**src/design/rslseq_pkg.sv**
```systemverilog
package rslseq_pkg;

    typedef enum logic [1:0] {
        LINK_UP    = 2'd0,
        LINK_DOWN  = 2'd1,
        LINK_OTHER = 2'd2
    } link_code_t;

    typedef enum logic [1:0] {
        REG_RED_INTERVAL  = 2'd0,
        REG_RED_STEP      = 2'd1,
        REG_BLUE_INTERVAL = 2'd2,
        REG_BLUE_STEP     = 2'd3
    } cfg_reg_t;

    localparam logic [7:0]  DUTY_FULL     = 8'd255;
    localparam logic [7:0]  RED_INT_RST   = 8'd40;
    localparam logic [7:0]  RED_STEP_RST  = 8'd4;
    localparam logic [7:0]  BLUE_INT_RST  = 8'd10;
    localparam logic [7:0]  BLUE_STEP_RST = 8'd8;

    localparam logic [11:0] LEVEL_MAX     = 12'd3000;
    localparam logic [11:0] SEG_ONE       = 12'd1000;
    localparam logic [11:0] SEG_TWO       = 12'd2000;

    // (51*d + 100) / 200 as a multiply by the rounded-up reciprocal of 200
    localparam logic [15:0] RAMP_BIAS     = 16'd100;
    localparam int          RAMP_SHIFT    = 24;
    localparam logic [16:0] RAMP_RECIP    = 17'd83887;

    typedef struct packed {
        logic       fire;
        logic [7:0] level;
    } fade_status_t;

    typedef struct packed {
        logic        powered;
        logic        show_level;
        logic [1:0]  link_state;
        logic        level_valid;
        logic [11:0] level;
    } tick_beat_t;

endpackage

```
**src/design/rslseq_fade.sv**
```systemverilog
module rslseq_fade (
    input  logic                       clk,
    input  logic                       rst_n,
    input  logic                       tick,
    input  logic                       sel,
    input  logic [7:0]                 interval,
    input  logic [7:0]                 step,
    output rslseq_pkg::fade_status_t   status
);
    import rslseq_pkg::*;

    logic [7:0] level_reg, level_next;
    logic       falling_reg, falling_next;
    logic [7:0] elapsed_reg, elapsed_next;
    logic [7:0] elapsed_inc;
    logic [8:0] up_sum;
    logic       fire;

    // counter saturates so the first step after reset is immediate
    assign elapsed_inc = (elapsed_reg == DUTY_FULL) ? DUTY_FULL : elapsed_reg + 8'd1;
    assign fire        = sel && (elapsed_inc >= interval);
    assign up_sum      = {1'b0, level_reg} + {1'b0, step};

    always_comb
    begin
        level_next   = level_reg;
        falling_next = falling_reg;
        if (falling_reg)
        begin
            if (level_reg <= step)
            begin
                level_next   = 8'd0;
                falling_next = 1'b0;
            end
            else
            begin
                level_next = level_reg - step;
            end
        end
        else
        begin
            if (up_sum >= {1'b0, DUTY_FULL})
            begin
                level_next   = DUTY_FULL;
                falling_next = 1'b1;
            end
            else
            begin
                level_next = up_sum[7:0];
            end
        end
    end

    assign elapsed_next = fire ? 8'd0 : elapsed_inc;

    always_ff @(posedge clk or negedge rst_n)
    begin
        if (!rst_n)
        begin
            level_reg   <= 8'd0;
            falling_reg <= 1'b0;
            elapsed_reg <= DUTY_FULL;
        end
        else if (tick)
        begin
            elapsed_reg <= elapsed_next;
            if (fire)
            begin
                level_reg   <= level_next;
                falling_reg <= falling_next;
            end
        end
    end

    assign status.fire  = fire;
    assign status.level = level_next;

    a_fire_restarts: assert property (@(posedge clk) disable iff (!rst_n)
        tick && fire |=> elapsed_reg == 8'd0)
        else $error("elapsed count not restarted after a fade step");

    a_hold_idle: assert property (@(posedge clk) disable iff (!rst_n)
        !(tick && fire) |=> $stable(level_reg) && $stable(falling_reg))
        else $error("fade level moved without a step");

    a_top_turns: assert property (@(posedge clk) disable iff (!rst_n)
        tick && fire && level_next == DUTY_FULL |=> falling_reg)
        else $error("fade did not turn at full level");

endmodule

```
**src/design/rslseq_bar.sv**
```systemverilog
module rslseq_bar (
    input  logic [11:0] level,
    output logic [7:0]  red,
    output logic [7:0]  green,
    output logic [7:0]  blue
);
    import rslseq_pkg::*;

    logic [11:0] lvl;
    logic [11:0] seg_off;
    logic [9:0]  d;
    logic [15:0] num;
    logic [32:0] prod;
    logic [7:0]  ramp;
    logic        below_one;
    logic        below_two;

    assign lvl       = (level > LEVEL_MAX) ? LEVEL_MAX : level;
    assign below_one = lvl < SEG_ONE;
    assign below_two = lvl < SEG_TWO;

    // one shared ramp, fed by whichever segment the level sits in
    assign seg_off = below_one ? 12'd0 : (below_two ? SEG_ONE : SEG_TWO);
    assign d       = 10'(lvl - seg_off);
    assign num     = ({6'd0, d} << 5) + ({6'd0, d} << 4) + ({6'd0, d} << 1)
                   + {6'd0, d} + RAMP_BIAS;
    assign prod    = {1'b0, num} * {16'd0, RAMP_RECIP};
    assign ramp    = prod[RAMP_SHIFT +: 8];

    assign green = below_one ? ramp : DUTY_FULL;
    assign blue  = below_one ? 8'd0 : (below_two ? ramp : DUTY_FULL);
    assign red   = below_two ? 8'd0 : ramp;

endmodule

```
**src/design/rgb_status_led_sequencer.sv**
```systemverilog
// an accepted tick beat waits in the input register until the duty registers take it
// throughput: one tick beat per cycle while out_stall is low, the input register feeding logic
// into the duty registers, which are also the output register
// reset: fades at zero and rising, fade counters saturated, duties zero,
// registers at their defaults, both channels empty
module rgb_status_led_sequencer (
    input  logic        clk,
    input  logic        rst_n,
    input  logic        in_valid,
    output logic        in_stall,
    input  logic        powered,
    input  logic        show_level,
    input  logic [1:0]  link_state,
    input  logic        level_valid,
    input  logic [11:0] level,
    output logic        out_valid,
    input  logic        out_stall,
    output logic [7:0]  red_duty,
    output logic [7:0]  green_duty,
    output logic [7:0]  blue_duty,
    output logic        duty_changed,
    input  logic        cfg_we,
    input  logic [1:0]  cfg_index,
    input  logic [7:0]  cfg_wdata
);
    import rslseq_pkg::*;

    logic [7:0]   red_interval_reg, red_step_reg, blue_interval_reg, blue_step_reg;
    logic         s1_valid_reg;
    tick_beat_t   s1_reg;
    logic         out_valid_reg, out_valid_next;
    logic         cleared_reg, cleared_next;
    logic [7:0]   red_reg, red_next, green_reg, green_next, blue_reg, blue_next;
    logic         changed_reg, changed_next;
    logic         advance;
    logic         in_accept;
    logic         link_mode;
    logic         sel_red, sel_blue;
    fade_status_t red_fade, blue_fade;
    logic [7:0]   bar_red, bar_green, bar_blue;

    assign advance   = s1_valid_reg && (!out_valid_reg || !out_stall);
    assign in_stall  = s1_valid_reg && !advance;
    assign in_accept = in_valid && !in_stall;

    always_ff @(posedge clk or negedge rst_n)
    begin
        if (!rst_n)
        begin
            red_interval_reg  <= RED_INT_RST;
            red_step_reg      <= RED_STEP_RST;
            blue_interval_reg <= BLUE_INT_RST;
            blue_step_reg     <= BLUE_STEP_RST;
        end
        else if (cfg_we)
        begin
            case (cfg_index)
                REG_RED_INTERVAL:  red_interval_reg  <= cfg_wdata;
                REG_RED_STEP:      red_step_reg      <= cfg_wdata;
                REG_BLUE_INTERVAL: blue_interval_reg <= cfg_wdata;
                REG_BLUE_STEP:     blue_step_reg     <= cfg_wdata;
                default:           ;
            endcase
        end
    end

    // input register
    always_ff @(posedge clk or negedge rst_n)
    begin
        if (!rst_n)
        begin
            s1_valid_reg <= 1'b0;
        end
        else if (in_accept || advance)
        begin
            s1_valid_reg <= in_accept;
        end
    end

    always_ff @(posedge clk)
    begin
        if (in_accept)
        begin
            s1_reg.powered     <= powered;
            s1_reg.show_level  <= show_level;
            s1_reg.link_state  <= link_state;
            s1_reg.level_valid <= level_valid;
            s1_reg.level       <= level;
        end
    end

    assign link_mode = s1_reg.powered && !s1_reg.show_level;
    assign sel_red   = link_mode && (s1_reg.link_state == LINK_DOWN);
    // unused link code falls in with the other states
    assign sel_blue  = link_mode && (s1_reg.link_state != LINK_UP)
                     && (s1_reg.link_state != LINK_DOWN);

    rslseq_fade u_red_fade (
        .clk      (clk),
        .rst_n    (rst_n),
        .tick     (advance),
        .sel      (sel_red),
        .interval (red_interval_reg),
        .step     (red_step_reg),
        .status   (red_fade)
    );

    rslseq_fade u_blue_fade (
        .clk      (clk),
        .rst_n    (rst_n),
        .tick     (advance),
        .sel      (sel_blue),
        .interval (blue_interval_reg),
        .step     (blue_step_reg),
        .status   (blue_fade)
    );

    rslseq_bar u_bar (
        .level (s1_reg.level),
        .red   (bar_red),
        .green (bar_green),
        .blue  (bar_blue)
    );

    always_comb
    begin
        red_next     = red_reg;
        green_next   = green_reg;
        blue_next    = blue_reg;
        changed_next = 1'b0;
        cleared_next = cleared_reg;
        if (!s1_reg.powered)
        begin
            // clear once per power-off stretch
            if (!cleared_reg)
            begin
                red_next     = 8'd0;
                green_next   = 8'd0;
                blue_next    = 8'd0;
                changed_next = 1'b1;
                cleared_next = 1'b1;
            end
        end
        else
        begin
            cleared_next = 1'b0;
            if (!s1_reg.show_level)
            begin
                if (s1_reg.link_state == LINK_UP)
                begin
                    red_next     = 8'd0;
                    green_next   = DUTY_FULL;
                    blue_next    = 8'd0;
                    changed_next = 1'b1;
                end
                else if (red_fade.fire)
                begin
                    red_next     = red_fade.level;
                    green_next   = 8'd0;
                    blue_next    = 8'd0;
                    changed_next = 1'b1;
                end
                else if (blue_fade.fire)
                begin
                    red_next     = 8'd0;
                    green_next   = 8'd0;
                    blue_next    = blue_fade.level;
                    changed_next = 1'b1;
                end
            end
            else if (s1_reg.level_valid)
            begin
                red_next     = bar_red;
                green_next   = bar_green;
                blue_next    = bar_blue;
                changed_next = 1'b1;
            end
        end
    end

    always_comb
    begin
        if (advance)
        begin
            out_valid_next = 1'b1;
        end
        else
        begin
            out_valid_next = out_valid_reg && out_stall;
        end
    end

    always_ff @(posedge clk or negedge rst_n)
    begin
        if (!rst_n)
        begin
            out_valid_reg <= 1'b0;
            cleared_reg   <= 1'b0;
            red_reg       <= 8'd0;
            green_reg     <= 8'd0;
            blue_reg      <= 8'd0;
            changed_reg   <= 1'b0;
        end
        else
        begin
            out_valid_reg <= out_valid_next;
            if (advance)
            begin
                cleared_reg <= cleared_next;
                red_reg     <= red_next;
                green_reg   <= green_next;
                blue_reg    <= blue_next;
                changed_reg <= changed_next;
            end
        end
    end

    assign out_valid    = out_valid_reg;
    assign red_duty     = red_reg;
    assign green_duty   = green_reg;
    assign blue_duty    = blue_reg;
    assign duty_changed = changed_reg;

    a_empty_no_stall: assert property (@(posedge clk) disable iff (!rst_n)
        !s1_valid_reg |-> !in_stall)
        else $error("input stalled with an empty input register");

    a_duty_hold: assert property (@(posedge clk) disable iff (!rst_n)
        !advance |=> $stable(red_reg) && $stable(green_reg) && $stable(blue_reg))
        else $error("duties moved without a beat");

    a_off_once: assert property (@(posedge clk) disable iff (!rst_n)
        advance && !s1_reg.powered && cleared_reg |=> !changed_reg)
        else $error("power-off clear repeated");

    a_link_up: assert property (@(posedge clk) disable iff (!rst_n)
        advance && link_mode && s1_reg.link_state == LINK_UP
        |=> green_reg == DUTY_FULL && red_reg == 8'd0 && blue_reg == 8'd0)
        else $error("link up did not give full green");

endmodule

```
**config.mk**
```make
export PLATFORM = sky130hd
export DESIGN_NAME = rgb_status_led_sequencer
export DESIGN_NICKNAME = d
export VERILOG_FILES = /design/src/design/rslseq_pkg.sv /design/src/design/rslseq_fade.sv /design/src/design/rslseq_bar.sv /design/src/design/rgb_status_led_sequencer.sv
export SDC_FILE = /design/constraint.sdc
export NUM_CORES = 1
export LEC_CHECK = 0
export ABC_AREA = 1
export BUFFER_PORTS_ARGS = -buffer_cell sky130_fd_sc_hd__buf_4
export CORE_MARGIN = 2
export CORE_UTILIZATION = 63
export CTS_CLUSTER_SIZE = 40
export DETAILED_ROUTE_END_ITERATION = 8
export GPL_TIMING_DRIVEN = 0
export PLACE_DENSITY = 0.81
export SLEW_MARGIN = 20
export SYNTH_ARGS = -nofsm -noshare
export SYNTH_HDL_FRONTEND = slang
export SYNTH_SLANG_ARGS = --single-unit
```
**constraint.sdc**
```tcl
create_clock -name clk -period 12 [get_ports clk]
set_input_delay 0.6 -clock clk [delete_from_list [all_inputs] [get_ports clk]]
set_output_delay 0.6 -clock clk [all_outputs]
set_load 0.02 [all_outputs]
```
==> flow_metrics.py, run 1 <==
metrics = {
    "grt": {
        "grt-ovfl-total": 0,
        "grt_antenna_before_repair": 0,
        "grt_max_degree": 95,
        "first_global_vias": 10800,
        "gr-usage-all-layers": 0.285,
        "grt_pass1_wl_um": 50900,
    },
    "cells_and_area": {
        "largest_register_ffs": 17,
        "drive_above_1_share": 0.103,
        "layout.nets": 2065,
        "fill_cells": 1620,
        "fin_cells": 1980,
        "antennaDiodeCount": 0,
        "area_growth_syn_to_layout_pct": 9.03,
        "final_cell_area_mm2": 0.0146,
    },
    "placement": {
        "dpl_cell_area_mm2": 0.0142,
        "dp_hpwl_um": 25500,
        "place_congestion": 0.920,
        "io_buffers": 58,
        "dp_cells": 1953,
    },
    "clock_network": {
        "clkTransAtPathRegs_ns": 0.08,
        "cts.path.max_buffers": 2,
        "cts-root-buf": "clkbuf_16",
        "htreeDepth": 3,
        "cts_sinks": 111,
        "cts_made_buffers": 9,
        "cts_tree": "yes",
        "worstSkewPairLatency_ns": 0.37,
    },
    "route": {
        "wl_per_cell_um": 15.6,
        "drtIter0Drc": 661,
        "ant_nets": 0,
        "viasPerCell": 5.50,
        "vias": 10900,
        "dr.pass1.iters": 5,
        "drc_errors": 0,
        "wl_um": 30800,
    },
    "timing": {
        "worstMarginPinSlew_ns": 0.849,
        "slew-limit-headroom": 0.434,
        "setup_viol": 0,
        "whs_ns": 0.300,
        "skew_ns": 0.00892,
        "fmax_ghz": 0.0870,
        "final.period_utilization": 0.958,
        "min_period_ns": 11.50,
        "slew_viol_final": 0,
        "tns_ns": 0,
        "final_hold_viol_count": 0,
    },
    "critical_path": {
        "cp.buffers_inverters": 9,
        "rr_worst_depth": 54,
        "cp_num_cells": 54,
        "worstSetupEndpointType": "register",
        "max_stage_delay_ns": 0.59,
        "critical_path.top_delay_family": "adder cells",
        "crit_arrival_ns": 11.76,
        "cp_max_fo": 5,
        "cp-start-kind": "register",
        "cp_slowest_cell": "fa_1",
        "worstSetupPathType": "register to register",
        "cp.required_ns": 12.26,
    },
    "synth": {
        "synth_top_flop_cell": "dfrtp_1",
        "synth-async-reset-ratio": 0.847,
        "netlist_instances": 1619,
        "synth_cell_types": 59,
        "synth_enable_flop_cells": 17,
        "syn-num-nets": 1984,
        "synth_area_mm2": 0.0134,
        "ys_ff_latch": 111,
        "ys_warn_count": 0,
        "avgSynthCellArea_um2": 8.29,
        "yosysSeqAreaShare": 0.215,
    },
    "floorplan": {
        "die_y_um": 150,
        "die_area_mm2": 0.0225,
        "start_util": 0.641,
        "core_region_area_mm2": 0.0210,
        "num_rows": 53,
        "boundaryPins": 59,
        "die_x_um": 150,
    },
    "flow_run": {
        "drv_cap": 0,
    },
    "worst_hold_path": {
        "hp-class": "input port to asynchronous set/reset pin",
    },
    "outcome": {
        "status": "completed",
    },
}
[per-stage QoR]
stage          utilization  setup slack [ns]
6_report             0.699             0.502
2_1_floorplan            -              1.56
3_3_place_gp         0.678             0.332
3_5_place_dp         0.679             0.272
4_1_cts              0.693             0.192
5_1_grt              0.699            -0.104
[path summary, 6_finish.rpt]
check / to / slack [ns] / from
setup / recovery: blue_duty[7] / 0.50 / s1_reg[6]
hold / removal: blue_interval_reg[0] / 0.30 / rst_n
setup reg to reg: blue_duty[7] / 0.50 / s1_reg[6]
hold reg to reg: red_duty[3] / 0.48 / red_duty[3]
max in group asynchronous: red_duty[4] / 11.11 / rst_n
min in group clk: s1_reg[16] / 0.41 / powered
[placed cells by master, fill, tap and decap left out, drive strengths merged, types with 3 or more instances in the layout]
cell    instances
a21boi          8
a21o            7
a21oi          66
a31oi           3
buf            77
clkbuf         20
clkinv          6
dfrtp          72
dfstp          22
edfxtp         17
fa            109
ha            224
inv           367
nand2         300
nand3          55
nand4          15
nor2           86
nor3           18
nor4            4
o211ai         10
o21a            7
o21ai         117
o21bai         12
o221ai          8
o22ai           5
or2             7
xnor2          10
xor2           40
[cell families (layout without fill, tap and decap cells)]
group / after synthesis / count (layout) / synth area share
AND/OR/NAND/NOR: 491 / 491 / 0.161
AO/OA/AOI/OAI: 250 / 250 / 0.109
flip-flops: 111 / 111 / 0.215
adder cells (fa/ha/maj): 333 / 333 / 0.371
buffers and inverters: 384 / 470 / 0.110
XOR/XNOR: 50 / 50 / 0.0332
[cell usage after synthesis, types with 2 or more instances]
cell type  number  area [um2]
a31oi_1         3        18.8
buf_4           3        22.5
or2_2           6        37.5
edfxtp_1       17         510
nor2_2          2        12.5
nand2_1       284        1070
nand4_2         2        25.0
nor4_1          4        25.0
o221ai_1        7        61.3
nand3b_1        2        15.0
a21o_1          7        52.6
nand3_1        50         250
nor3_1         18        90.1
a21boi_1        3        22.5
a21oi_2         4        35.0
o31ai_1         2        15.0
dfrtp_1        72        1800
o22ai_1         5        31.3
a21oi_1        62         310
o21a_1          7        52.6
nand2_2        10        62.6
nand2_4         6        67.6
a21boi_0        5        37.5
buf_2           3        15.0
clkinv_1        2        7.51
fa_1          109        2180
inv_2           7        26.3
o21bai_1       11        82.6
and2_1          2        12.5
o211ai_1        8        60.1
xor2_1         39         342
inv_1         356        1340
nor2_1         82         308
clkbuf_1       10        37.5
ha_1          224        2800
xnor2_1        10        87.6
o21ai_1        13        65.1
o21ai_0       103         515
nand4_1        12        75.1
o211ai_2        2        25.0
nand3_2         5        50.1
dfstp_2        22         578
nor2_4          2        22.5
[layer usage]
metal  up-vias  global-route usage  share of wire
met5         -                   0              0
met4         0              0.0844          0.025
met3        58              0.0457          0.055
met2       294               0.465           0.47
met1      5220               0.394           0.45
li1       5314                   -              -
[cell type report]
| cell class | count | area (um2) | area share |
|---|---|---|---|
| clock inverters | 6 | 62.6 | 0.00427 |
| inverters | 367 | 1390 | 0.0950 |
| repair buffers | 70 | 533 | 0.0364 |
| well taps | 275 | 344 | 0.0235 |
| clock buffers | 10 | 239 | 0.0163 |
| plain buffers | 17 | 86.3 | 0.00590 |
| multi-input cells | 1124 | 9090 | 0.621 |
| flip-flops and latches | 111 | 2890 | 0.197 |
[worst register-to-register path, delay by kind of cell (launching register included)]
family,cells,cell delay (ns)
adder cells (fa/ha/maj),13,6.15
AND/OR/NAND/NOR,19,2.08
flip-flops,1,0.40
AO/OA/AOI/OAI,11,1.69
XOR/XNOR,2,0.39
buffers and inverters,9,0.66
[repair_timing]
| action | CTS | global route |
|---|---|---|
| gates resized for setup | 0 | 6 |
| hold buffers | 0 | 0 |
| buffers inserted | 0 | 11 |
| endpoints found under the hold margin | 0 | 0 |
| setup endpoints to repair | 0 | 21 |
Power of run 1 is not shown: default switching activity piles up to over one toggle a cycle in this logic, so the estimate is an artifact.
==> run 2: changes to the inputs <==
- ABC_AREA: 1 -> not set
- clock period: 12 -> 12.9 ns (I/O delays scaled with it)
==> flow_metrics.py, run 2 <==
metrics = {
    "outcome": {
        "status": "completed",
    },
    "placement": {
        "dp_hpwl_um": 23600,
        "io_buffers": 58,
        "pre_cts_ws_ns": 0.950,
        "dpl_cell_area_mm2": 0.0136,
        "place_congestion": 0.938,
    },
    "critical_path": {
        "rrSetupSlack_ns": 0.76,
        "crit_top_cell": "fa_1",
        "reg2reg_from": "s1_reg[10]",
        "cp_max_fo": 10,
        "reg2reg_to": "blue_duty[1]",
        "cp_slowest_cell": "xnor2_1",
        "max_stage_delay_ns": 0.60,
        "cp.required_ns": 13.15,
        "cp-start-kind": "register",
        "worstSetupPathType": "register to register",
        "crit_arrival_ns": 12.39,
        "worstSetupEndpointType": "register",
        "rr_worst_depth": 42,
    },
    "synth": {
        "yosysTopAreaCellShare": 0.218,
        "ys_top_cells_by_count": "inv_1, ha_1, fa_1, nand2_1",
        "synth_most_common_cell": "inv_1",
        "yosysSeqAreaShare": 0.225,
        "ys_warn_count": 0,
        "synth_area_leaders": "ha_1, fa_1, dfrtp_1, inv_1, dfstp_2",
        "synth_cell_types": 70,
        "synth_area_mm2": 0.0128,
        "synth_top_area_cell": "ha_1",
        "netlist_instances": 1350,
        "synth_top_flop_cell": "dfrtp_1",
        "avgSynthCellArea_um2": 9.51,
        "synth_enable_flop_cells": 17,
        "synth-async-reset-ratio": 0.847,
        "ys_ff_latch": 111,
        "syn-num-nets": 1715,
    },
    "route": {
        "drtIter0Drc": 520,
        "wl_per_cell_um": 17.1,
        "ant_nets": 0,
        "vias": 9772,
        "dr.pass1.iters": 5,
        "drc_errors": 0,
        "viasPerCell": 5.77,
        "wl_um": 29000,
    },
    "floorplan": {
        "die_x_um": 147,
        "boundaryPins": 59,
        "start_util": 0.639,
        "num_rows": 52,
        "core_region_area_mm2": 0.0201,
        "die_area_mm2": 0.0215,
        "die_y_um": 147,
    },
    "grt": {
        "first_global_vias": 9939,
        "grt_max_degree": 95,
        "gr-usage-all-layers": 0.275,
        "grt_pass1_wl_um": 47700,
        "grt-ovfl-total": 0,
        "grt_antenna_before_repair": 0,
    },
    "timing": {
        "final_hold_viol_count": 0,
        "fin_ws_ns": 0.764,
        "slew-limit-headroom": 0.401,
        "grt_setup_unrepaired": "no",
        "tns_ns": 0,
        "fmax_ghz": 0.0824,
        "final.period_utilization": 0.941,
        "slew_viol_final": 0,
        "setup_viol": 0,
        "skew_ns": 0.0113,
        "min_period_ns": 12.14,
        "worstMarginPinSlew_ns": 0.898,
    },
    "cells_and_area": {
        "area_growth_syn_to_layout_pct": 8.53,
        "final_common_cell": "inv_1",
        "layout.nets": 1784,
        "drive_above_1_share": 0.0941,
        "final_cell_area_mm2": 0.0139,
        "utilization": 0.693,
        "final_cell_mix": "inv_1, ha_1, fa_1, nand2_1",
        "largest_register_ffs": 17,
        "antennaDiodeCount": 0,
    },
    "clock_network": {
        "worstSkewPairLatency_ns": 0.36,
        "cts_resized": 0,
        "cts_sinks": 111,
        "htreeDepth": 3,
        "cts-hold-fix-buffers": 0,
        "cts-root-buf": "clkbuf_16",
        "cts_made_buffers": 9,
        "cts.path.max_buffers": 2,
        "cts_tree": "yes",
        "post-cts-setup-buffer-count": 0,
        "clkTransAtPathRegs_ns": 0.09,
    },
    "flow_run": {
        "drv_cap": 0,
    },
    "worst_hold_path": {
        "hp-class": "input port to asynchronous set/reset pin",
    },
}
run 2: logic make-up (layout without fill, tap and decap cells):
| kind of cell | Yosys count | in the layout | synth area share |
|---|---|---|---|
| AND/OR/NAND/NOR | 281 | 281 | 0.105 |
| XOR/XNOR | 46 | 46 | 0.0324 |
| adder cells (fa/ha/maj) | 333 | 333 | 0.388 |
| multiplexers | 28 | 28 | 0.0244 |
| buffers and inverters | 275 | 349 | 0.0804 |
| AO/OA/AOI/OAI | 276 | 276 | 0.145 |
| flip-flops | 111 | 111 | 0.225 |
run 2: metal layers:
layer  wire, um  part of all wire  up-vias  GRT usage
met2      14200              0.49      264      0.470
met4       1090             0.038        0      0.120
met5          0                 0        -          0
li1           -                 -     4723          -
met3       1140             0.039       67     0.0220
met1      12500              0.43     4718      0.362
run 2: final cells by class:
type                       instances  area, um2
buffer                            26       97.6
clock buffer                       9        225
clock inverter                     7       86.3
fill                            1547       6160
inverter                         249        935
multi-input combinational        964       8930
sequential                       111       2890
tap                              270        338
timing repair buffer              58        439
run 2: how the worst max path moves through the flow:
| stage | endpoint | start |
|---|---|---|
| global route | blue_duty[1] | s1_reg[10] |
| global placement | blue_duty[7] | s1_reg[10] |
| detailed placement | blue_duty[1] | s1_reg[10] |
| floorplan | blue_duty[6] | s1_reg[9] |
| CTS | blue_duty[1] | s1_reg[10] |
| finish | blue_duty[1] | s1_reg[10] |
run 2: through the flow:
| step | instances | hold slack (ns) |
|---|---|---|
| after floorplan | 1350 | 0.349 |
| final | 1694 | 0.315 |
| after CTS | 1694 | 0.399 |
| after detailed placement | 1678 | 0.482 |
| after global routing | 1694 | 0.419 |
| after global placement | 1678 | 0.469 |
run 2: worst max-delay path: cells and delay by family, from the launching register on:
family,cells,cell delay [ns]
adder cells (fa/ha/maj),12,5.30
AO/OA/AOI/OAI,12,2.69
XOR/XNOR,4,1.54
AND/OR/NAND/NOR,7,1.14
buffers and inverters,7,1.01
flip-flops,1,0.36
Power of run 2 is left out for the same reason.
==> run 3: changes to the inputs <==
- clock period: 12.9 -> 11.5 ns (I/O delays scaled with it)
==> flow_metrics.py, run 3 (synthesized netlist as in run 2, its figures left out) <==
metrics = {
    "critical_path": {
        "worstSetupPathType": "register to register",
        "rr_worst_depth": 43,
        "cp_slowest_cell": "fa_1",
        "crit_top_cell": "inv_1",
        "worstSetupEndpointType": "register",
        "rrSetupSlack_ns": 0.44,
        "max_stage_delay_ns": 0.56,
        "reg2reg_from": "s1_reg[9]",
        "cp_max_fo": 6,
        "cp-start-kind": "register",
        "reg2reg_to": "blue_duty[1]",
        "crit_arrival_ns": 11.31,
        "cp.required_ns": 11.75,
    },
    "timing": {
        "skew_ns": 0.0117,
        "min_period_ns": 11.06,
        "slew-limit-headroom": 0.405,
        "slew_viol_final": 0,
        "final_hold_viol_count": 0,
        "fmax_ghz": 0.0904,
        "whs_ns": 0.243,
        "fin_ws_ns": 0.443,
        "final.period_utilization": 0.962,
        "setup_viol": 0,
        "worstMarginPinSlew_ns": 0.892,
    },
    "clock_network": {
        "htreeDepth": 3,
        "cts-root-buf": "clkbuf_16",
        "cts.path.max_buffers": 2,
        "clkTransAtPathRegs_ns": 0.09,
        "cts_made_buffers": 9,
        "cts_sinks": 111,
        "cts_tree": "yes",
        "worstSkewPairLatency_ns": 0.36,
    },
    "placement": {
        "io_buffers": 58,
        "dp_hpwl_um": 23600,
        "place_congestion": 0.938,
        "dp_cells": 1678,
        "pre_cts_ws_ns": -0.450,
    },
    "worst_hold_path": {
        "hp-class": "input port to asynchronous set/reset pin",
    },
    "floorplan": {
        "die_y_um": 147,
        "die_x_um": 147,
        "core_region_area_mm2": 0.0201,
        "num_rows": 52,
        "start_util": 0.639,
        "boundaryPins": 59,
        "die_area_mm2": 0.0215,
    },
    "grt": {
        "grt-ovfl-total": 0,
        "grt_antenna_before_repair": 0,
        "grt_pass1_wl_um": 47700,
        "grt_max_degree": 95,
        "first_global_vias": 9945,
        "gr-usage-all-layers": 0.275,
    },
    "cells_and_area": {
        "drive_above_1_share": 0.109,
        "area_growth_syn_to_layout_pct": 9.60,
        "largest_register_ffs": 17,
        "fin_cells": 1700,
        "antennaDiodeCount": 0,
        "final_cell_mix": "inv_1, ha_1, fa_1, nand2_1, dfrtp_1",
        "layout.nets": 1790,
        "final_common_cell": "inv_1",
    },
    "route": {
        "ant_nets": 0,
        "dr.pass1.iters": 4,
        "drc_errors": 0,
        "drtIter0Drc": 559,
        "vias": 9874,
        "wl_per_cell_um": 17.3,
        "wl_um": 29300,
        "viasPerCell": 5.81,
    },
    "flow_run": {
        "drv_cap": 0,
    },
    "outcome": {
        "status": "completed",
    },
}
## run 3: changes by cell type in the layout (fill, tap and decap cells not counted), sizes merged
cell      change
clkinvlp      +1
inv           -1
buf           +8
clkbuf        -2
## run 3: how the worst max path moves through the flow
| stage | start | slack, ns | endpoint | depth (start not counted) |
|---|---|---|---|---|
| 6_report | s1_reg[9] | 0.44 | blue_duty[1] | 43 |
| 5_1_grt | s1_reg[9] | -0.09 | blue_duty[6] | 45 |
| 4_1_cts | s1_reg[10] | 0.05 | blue_duty[1] | 42 |
| 3_5_place_dp | s1_reg[10] | -0.45 | blue_duty[1] | 42 |
| 3_3_place_gp | s1_reg[10] | -0.17 | blue_duty[7] | 44 |
| 2_1_floorplan | s1_reg[9] | 1.08 | blue_duty[6] | 44 |
## run 3: per-layer routing
metal | GRT usage | vias to the layer above | routed length [um]
met4 | 0.121 | 0 | 1040
li1 | - | 4738 | -
met2 | 0.469 | 250 | 14500
met3 | 0.0220 | 65 | 1000
met5 | 0 | - | 0
met1 | 0.362 | 4821 | 12800
## run 3: timing repair
item / 4_1_cts / 5_1_grt
hold buffers: 0 / 0
gates resized for setup: 5 / 14
pin swaps: 0 / 2
setup endpoints to repair: 22 / 24
setup buffers: 0 / 8
## run 3: worst max-delay path: cells and delay by family, from the launching register on
family,cells,cell delay [ns]
AO/OA/AOI/OAI,12,2.58
XOR/XNOR,3,0.73
adder cells (fa/ha/maj),12,5.20
buffers and inverters,9,0.80
flip-flops,1,0.45
AND/OR/NAND/NOR,7,1.19
## run 3: layout make-up
class	instances	area (um2)
plain buffers	24	90.1
clock buffers	9	225
clock inverters	7	86.3
fillers	1527	6030
inverters	249	938
multi-input cells	964	9010
flip-flops and latches	111	2890
well taps	270	338
repair buffers	66	499
## run 3: through the flow
step	TNS, ns	instance area [um2]	utilization
after floorplan	0	12800	-
after global placement	-0.809	13600	0.677
after detailed placement	-4.94	13600	0.677
after CTS	0	14000	0.694
after global routing	-0.335	14100	0.700
final	0	14100	0.700
Power of run 3 is left out for the same reason.
